### config.mk
export PLATFORM = sky130hd
export DESIGN_NAME = arf_ctrl
export DESIGN_NICKNAME = d
export VERILOG_FILES = /design/src/design/arf_pkg.sv /design/src/design/arf_ctrl.sv
export SDC_FILE = /design/constraint.sdc
export NUM_CORES = 1
export LEC_CHECK = 0
export BUFFER_PORTS_ARGS = -buffer_cell sky130_fd_sc_hd__buf_2
export CORE_MARGIN = 3
export CORE_UTILIZATION = 40
export DETAILED_ROUTE_END_ITERATION = 12
export GPL_TIMING_DRIVEN = 0
export MAX_ROUTING_LAYER = met4
export PLACE_DENSITY = 0.82
export SYNTH_ARGS = -nofsm -noshare
export SYNTH_HDL_FRONTEND = slang
export SYNTH_SLANG_ARGS = --single-unit
### constraint.sdc
create_clock -name clk -period 1.5 [get_ports clk]
set_input_delay 0.15 -clock clk [delete_from_list [all_inputs] [get_ports clk]]
set_output_delay 0.15 -clock clk [all_outputs]
set_load 0.005 [all_outputs]
### src/design/arf_pkg.sv
// ----------------------------------------------------------------------------
// arf_pkg
// Shared types, codes and constants for the rate-adaptive audio ring buffer.
// ----------------------------------------------------------------------------
package arf_pkg;

    localparam int FIFO_DEPTH_DEF = 4096;

    localparam int MODE_W     = 2;
    localparam int RATE_W     = 18;
    localparam int ADJ_W      = 10;
    localparam int LEN_W      = 13;
    localparam int ACC_W      = 20;
    localparam int EFF_RATE_W = RATE_W + 1;
    localparam int SAMPLE_W   = 16;
    localparam int FRAME_W    = 2 * SAMPLE_W;
    localparam int FILL_W     = 7;
    localparam int DIV_CNT_W  = $clog2(FILL_W);
    localparam int CFG_AW     = 5;
    localparam int CFG_DW     = 32;

    localparam logic [MODE_W-1:0] MODE_PASS    = 2'd0;
    localparam logic [MODE_W-1:0] MODE_NEAREST = 2'd1;

    localparam logic [RATE_W-1:0] INPUT_RATE_RST  = 18'd48000;
    localparam logic [RATE_W-1:0] OUTPUT_RATE_RST = 18'd48000;
    localparam logic [ADJ_W-1:0]  RATE_ADJUST_RST = 10'd144;

    localparam logic [FILL_W-1:0] FILL_LOW  = 7'd40;
    localparam logic [FILL_W-1:0] FILL_HIGH = 7'd60;
    localparam logic [FILL_W-1:0] PERCENT   = 7'd100;

    typedef enum logic [1:0] {
        OP_PUSH = 2'd0,
        OP_POP  = 2'd1,
        OP_FILL = 2'd2
    } op_t;

    typedef enum logic [1:0] {
        RC_NOMINAL = 2'd0,
        RC_RAISED  = 2'd1,
        RC_LOWERED = 2'd2
    } rate_choice_t;

    typedef enum logic [2:0] {
        REG_MODE          = 3'd0,
        REG_INPUT_RATE    = 3'd1,
        REG_OUTPUT_RATE   = 3'd2,
        REG_RATE_ADJUST   = 3'd3,
        REG_BUFFER_LENGTH = 3'd4
    } reg_index_t;

    typedef enum logic [3:0] {
        S_IDLE,
        S_DECODE,
        S_PUSH,
        S_PUSH_TAKE,
        S_POP,
        S_POP_DATA,
        S_FILL_MUL,
        S_FILL_DIV,
        S_FILL_SET,
        S_REPLY
    } state_t;

    typedef struct packed {
        logic in_ready;
        logic res_clear;
        logic set_full;
        logic store;
        logic acc_add;
        logic acc_settle;
        logic set_taken;
        logic pop_read;
        logic set_pop_data;
        logic set_underrun;
        logic fill_start;
        logic div_step;
        logic fill_set;
        logic out_load;
    } dp_cmd_t;

    typedef struct packed {
        logic       in_valid;
        logic [1:0] op;
        logic       len_zero;
        logic       full;
        logic       empty;
        logic       pass_mode;
        logic       acc_lt_rate;
        logic       div_last;
        logic       out_free;
    } dp_status_t;

endpackage

### src/design/arf_ctrl.sv
// ----------------------------------------------------------------------------
// arf_ctrl
// Sequencer: walks each item through push, pop or fill-level steps.
// ----------------------------------------------------------------------------
module arf_ctrl (
    input  logic                clk,
    input  logic                rst_n,
    input  arf_pkg::dp_status_t st,
    output arf_pkg::dp_cmd_t    cmd
);

    arf_pkg::state_t state_reg;
    arf_pkg::state_t state_next;

    always_ff @(posedge clk or negedge rst_n)
    begin
        if (!rst_n)
        begin
            state_reg <= arf_pkg::S_IDLE;
        end
        else
        begin
            state_reg <= state_next;
        end
    end

    always_comb
    begin
        state_next = state_reg;
        unique case (state_reg)
            arf_pkg::S_IDLE:
            begin
                if (st.in_valid)
                begin
                    state_next = arf_pkg::S_DECODE;
                end
            end
            arf_pkg::S_DECODE:
            begin
                if (st.len_zero)
                begin
                    state_next = arf_pkg::S_REPLY;
                end
                else
                begin
                    case (st.op)
                        arf_pkg::OP_PUSH: state_next = arf_pkg::S_PUSH;
                        arf_pkg::OP_POP:  state_next = arf_pkg::S_POP;
                        arf_pkg::OP_FILL: state_next = arf_pkg::S_FILL_MUL;
                        default:          state_next = arf_pkg::S_REPLY;
                    endcase
                end
            end
            arf_pkg::S_PUSH:
            begin
                if (st.full || st.pass_mode)
                begin
                    state_next = arf_pkg::S_REPLY;
                end
                else
                begin
                    state_next = arf_pkg::S_PUSH_TAKE;
                end
            end
            arf_pkg::S_PUSH_TAKE: state_next = arf_pkg::S_REPLY;
            arf_pkg::S_POP:
            begin
                state_next = st.empty ? arf_pkg::S_REPLY : arf_pkg::S_POP_DATA;
            end
            arf_pkg::S_POP_DATA:  state_next = arf_pkg::S_REPLY;
            arf_pkg::S_FILL_MUL:  state_next = arf_pkg::S_FILL_DIV;
            arf_pkg::S_FILL_DIV:
            begin
                if (st.div_last)
                begin
                    state_next = arf_pkg::S_FILL_SET;
                end
            end
            arf_pkg::S_FILL_SET:  state_next = arf_pkg::S_REPLY;
            arf_pkg::S_REPLY:
            begin
                if (st.out_free)
                begin
                    state_next = arf_pkg::S_IDLE;
                end
            end
            default:              state_next = arf_pkg::S_IDLE;
        endcase
    end

    always_comb
    begin
        cmd = '0;
        unique case (state_reg)
            arf_pkg::S_IDLE:   cmd.in_ready  = 1'b1;
            arf_pkg::S_DECODE: cmd.res_clear = 1'b1;
            arf_pkg::S_PUSH:
            begin
                if (st.full)
                begin
                    cmd.set_full = 1'b1;
                end
                else if (st.pass_mode)
                begin
                    cmd.store     = 1'b1;
                    cmd.set_taken = 1'b1;
                end
                else if (st.acc_lt_rate)
                begin
                    cmd.store   = 1'b1;
                    cmd.acc_add = 1'b1;
                end
            end
            arf_pkg::S_PUSH_TAKE:
            begin
                cmd.acc_settle = 1'b1;
                cmd.set_taken  = !st.acc_lt_rate;
            end
            arf_pkg::S_POP:
            begin
                cmd.set_underrun = st.empty;
                cmd.pop_read     = !st.empty;
            end
            arf_pkg::S_POP_DATA: cmd.set_pop_data = 1'b1;
            arf_pkg::S_FILL_MUL: cmd.fill_start   = 1'b1;
            arf_pkg::S_FILL_DIV: cmd.div_step     = 1'b1;
            arf_pkg::S_FILL_SET: cmd.fill_set     = 1'b1;
            arf_pkg::S_REPLY:    cmd.out_load     = st.out_free;
            default:             cmd = '0;
        endcase
    end

endmodule

# Yosys cells after proc, flatten, opt, wreduce, memory -nomap -nowiden
# Index checks and enable logic that the tools add are counted.
[totals] reg_bits=4 input_bits=12 output_inout_bits=14 elab_cells=49
[op_classes] muxes=27 eq_ne=14 n_reduce_logical=7
[op_table] op="case mux 4 bit (8 select lines)" count=1
[op_table] op="2-to-1 mux 4 bit" count=6
[op_table] op="equality test 4 x 3 -> 1 bit, second input constant" count=4
[op_table] op="2-to-1 mux 1 bit" count=15
[op_table] op="case mux 4 bit (3 select lines)" count=1
[op_table] op="equality test 4 x 2 -> 1 bit, second input constant" count=2
[op_table] op="equality test 4 bit, second input constant" count=2
[op_table] op="!= test 2 bit, second input constant" count=3
[op_table] op="equality test 4 x 1 -> 1 bit, second input constant" count=1
[op_table] op="zero test 4 bit" count=1
[op_table] op="2-to-1 mux 2 bit" count=2
[op_table] op="2-to-1 mux 3 bit" count=1
[op_table] op="AND reduction 3 bit" count=1
[op_table] op="OR reduction 3 bit" count=1
[op_table] op="equality test 2 x 1 -> 1 bit, second input constant" count=1
[op_table] op="equality test 2 bit, second input constant" count=1
[op_table] op="zero test 1 bit" count=2
[op_table] op="zero test 2 bit" count=1
[op_table] op="case mux 1 bit (2 select lines)" count=1
[op_table] op="logical OR 1 bit" count=1

# Depth between registers and ports, before layout
[depth] depth_word=4 ltp_mapped=5 depth_no_buf=5

# Worst setup path before layout
# Ideal clock, no wire load.
[synth_path] kind="register to output" start="reg state_reg[3]" end="out cmd[9] (netlist name)" setup_slack_ps=162 arrival_time_ps=1188 required_ps=1350 n_path_buf=1 stages_incl_launch_ff=5 path_cell_list="dfrtp_1 > buf_4 > or3b_4 > nor2_4 > and3_1"
[synth_lines] item="start, declared" line_no="arf_ctrl.sv:12" text="arf_pkg::state_t state_reg;"
[synth_lines] item="start signal, assigned" line_no="arf_ctrl.sv:19" text="state_reg <= arf_pkg::S_IDLE;"
[synth_lines] item="start signal, assigned" line_no="arf_ctrl.sv:23" text="state_reg <= state_next;"
[synth_lines] item="end, declared" line_no="arf_ctrl.sv:9" text="output arf_pkg::dp_cmd_t cmd"

==> impl_metrics.toml <==
[worst_setup_path]
crit_arrival_ns = 1.51
crit_path_start_kind = "flip-flop"
required_ns = 1.35
crit_type = "reg -> out"
crit_path_end_kind = "primary output"
critPathMaxFanout = 4
r2r_cells = 7

[floorplanning]
die_h_um = 42.6
rows = 12
die_w_um = 42.6
die-area_um2 = 1820
io_pins = 26
start_util = 0.453
core-area_um2 = 1190

[place]
place_hpwl_mm = 1.20
port-buffer-count = 25
place_area_um2 = 679
place_congestion = 0.812
pre_cts_ws_ns = 0.000989

[detailed_routing]
post_drt_wl_per_cell_um = 14.5
drt_wl_total_mm = 1.79
antenna_left = 0
vias = 706
vias_per_cell = 5.69
drc_errors = 0
drt-initial-drc-count = 33
firstDrtPassIters = 4

[global_routing]
grt_max_degree = 11
track_usage = 0.186
grt_pass1_vias = 600
grt_pass1_wl_mm = 2.55
overflow = 0
antenna_found_initial = 0

[clock_network]
cts_tree = "yes"
cts_buffers = 3
cts_root_buffer = "clkbuf_4"
cts_max_level = 1
path_clk_slew_ns = 0.05
cts_buffer_depth = 2
clock_latency_ns = 0.26
cts_sinks = 4

[sta]
finalHoldViolations = 0
fmax_mhz = 604
setup_tns_ns = -0.673
min_period_over_period = 1.10
worst_slew_pin_slew_ns = 0.348
setup_violations = 9
period_needed_ns = 1.66
relSlewSlack = 0.765
fin_skew_ns = 0.0185
timing.final.ws_setup_ns = -0.155
hold_ws_ns = 0.132
rsz0062_at_grt = "true"
slew_violations = 0

[synthesis]
postSynthCellCount = 72
synth.most_common_cell = "nor2_1"
ys_top_cells_by_area = "dfrtp_1 19%, nor2_1 8.4%, nand2_1 6.3%, nor3_1 4.7%, nor4_2 4.7%"
ys_async_sr_fraction = 1.00
synth_flop_cell = "dfrtp_1"
yosysTopAreaCellShare = 0.186
ys_types = 33
syn_area_um2 = 537
ys_warn_count = 0
postSynthAreaPerCell_um2 = 7.46
yosysTopAreaCell = "dfrtp_1"
syn_nets = 85
synth_edf_count = 0
yosysSeqAreaShare = 0.186
synthTopCellsByCount = "12 x nor2_1, 9 x nand2_1, 5 x nor3_1"
yosys_register_bits = 4

[power_and_ir_drop]
p_sw_frac = 0.465
p_per_area_nw_per_um2 = 1610
peakVddDrop_v = 0.000673
seqPwrFrac = 0.153
p_comb_frac = 0.736
power_leakage_nw = 0.434
clock_power_share = 0.111
power_switching_mw = 0.627
cellInternalPower_mw = 0.723

[min_path]
hold_class = "in -> reg"
hold_path_depth = 2

[final_layout]
layout-drive-gt1-share = 0.555
design_area_um2 = 836
syn_to_final_growth_pct = 55.7
diodes = 0
fill_cells = 105
layout.nets = 125
largest_reg_flops = 4

[run]
maxCapViolations = 0

[status]
status = "complete, but fails checks"
violations = "negative setup slack"
-- kinds of logic after synthesis --
kind of cell               share of synthesized area
DFF                                            0.186
and+or+nand+nor                                0.518
adders and majority gates                     0.0233
AOI/OAI and AO/OA                              0.193
buffers and inverters                         0.0792
-- power by group through the flow --
stage	Combinational (mW)	Sequential [mW]	Clock [mW]
4_1_cts	0.823	0.197	0.151
2_1_floorplan	0.564	0.181	0
3_3_place_gp	0.738	0.193	0
5_1_grt	1.06	0.208	0.157
6_report	0.993	0.206	0.150
3_5_place_dp	0.754	0.197	0
-- stage by stage --
step	instances	power (mW)	utilization
after CTS	118	1.17	0.631
after floorplan	72	0.745	-
after detailed placement	111	0.951	0.573
after global routing	124	1.42	0.705
after global placement	111	0.930	0.573
final	124	1.35	0.705
-- layout make-up --
cell class                 count  area [µm²]  area share
multi-input combinational     60         430       0.515
timing repair buffer          36         224       0.268
sequential                     4         100       0.120
buffer                         3        26.3      0.0314
clock buffer                   3        22.5      0.0269
tap                           14        17.5      0.0210
inverter                       4        15.0      0.0180
-- worst max-delay path, stage by stage, from the launching register on --
cell and delay [ns]:
dfrtp_1 0.41, or3b_4 0.45, nor2_4 0.13, and3_1 0.15, buf_2 0.11
-- routing by layer --
layer  vias to the layer above  GRT usage  share of wire
met2                        42      0.302           0.50
met3                         2     0.0429          0.089
met4                         0     0.0745         0.0089
met5                         -          -              0
li1                        332          -              -
met1                       330      0.216           0.40
-- cell usage in the layout (no fill, tap or decap), drive strengths merged, types with 2 or more instances in the layout --
master	Yosys	final
clkbuf	0	3
or2	2	2
or2b	2	2
o21ai	6	6
buf	4	38
and3	3	3
dfrtp	4	4
inv	4	4
nor3	5	5
nor4	2	2
nand2	9	9
nor2	13	13
-- worst paths after layout --
path,start,to,slack (ns)
min reg2reg,state_reg[1],state_reg[0],0.81
max reg2reg,state_reg[3],state_reg[3],-0.07
min,st[0],state_reg[3],0.13
min in group asynchronous,rst_n,state_reg[0],0.24
max,state_reg[3],cmd[9],-0.16
max in group asynchronous,rst_n,state_reg[2],1.11
-- repair_timing --
action / CTS / global route
pin swaps: 3 / 8
hold buffers: 1 / 0
buffers inserted: 3 / 7
resized for setup: 4 / 14
endpoints found under the setup margin: 10 / 14
endpoints found under the hold margin: 4 / 0
No activity file was read; power rests on OpenSTA's default activity.
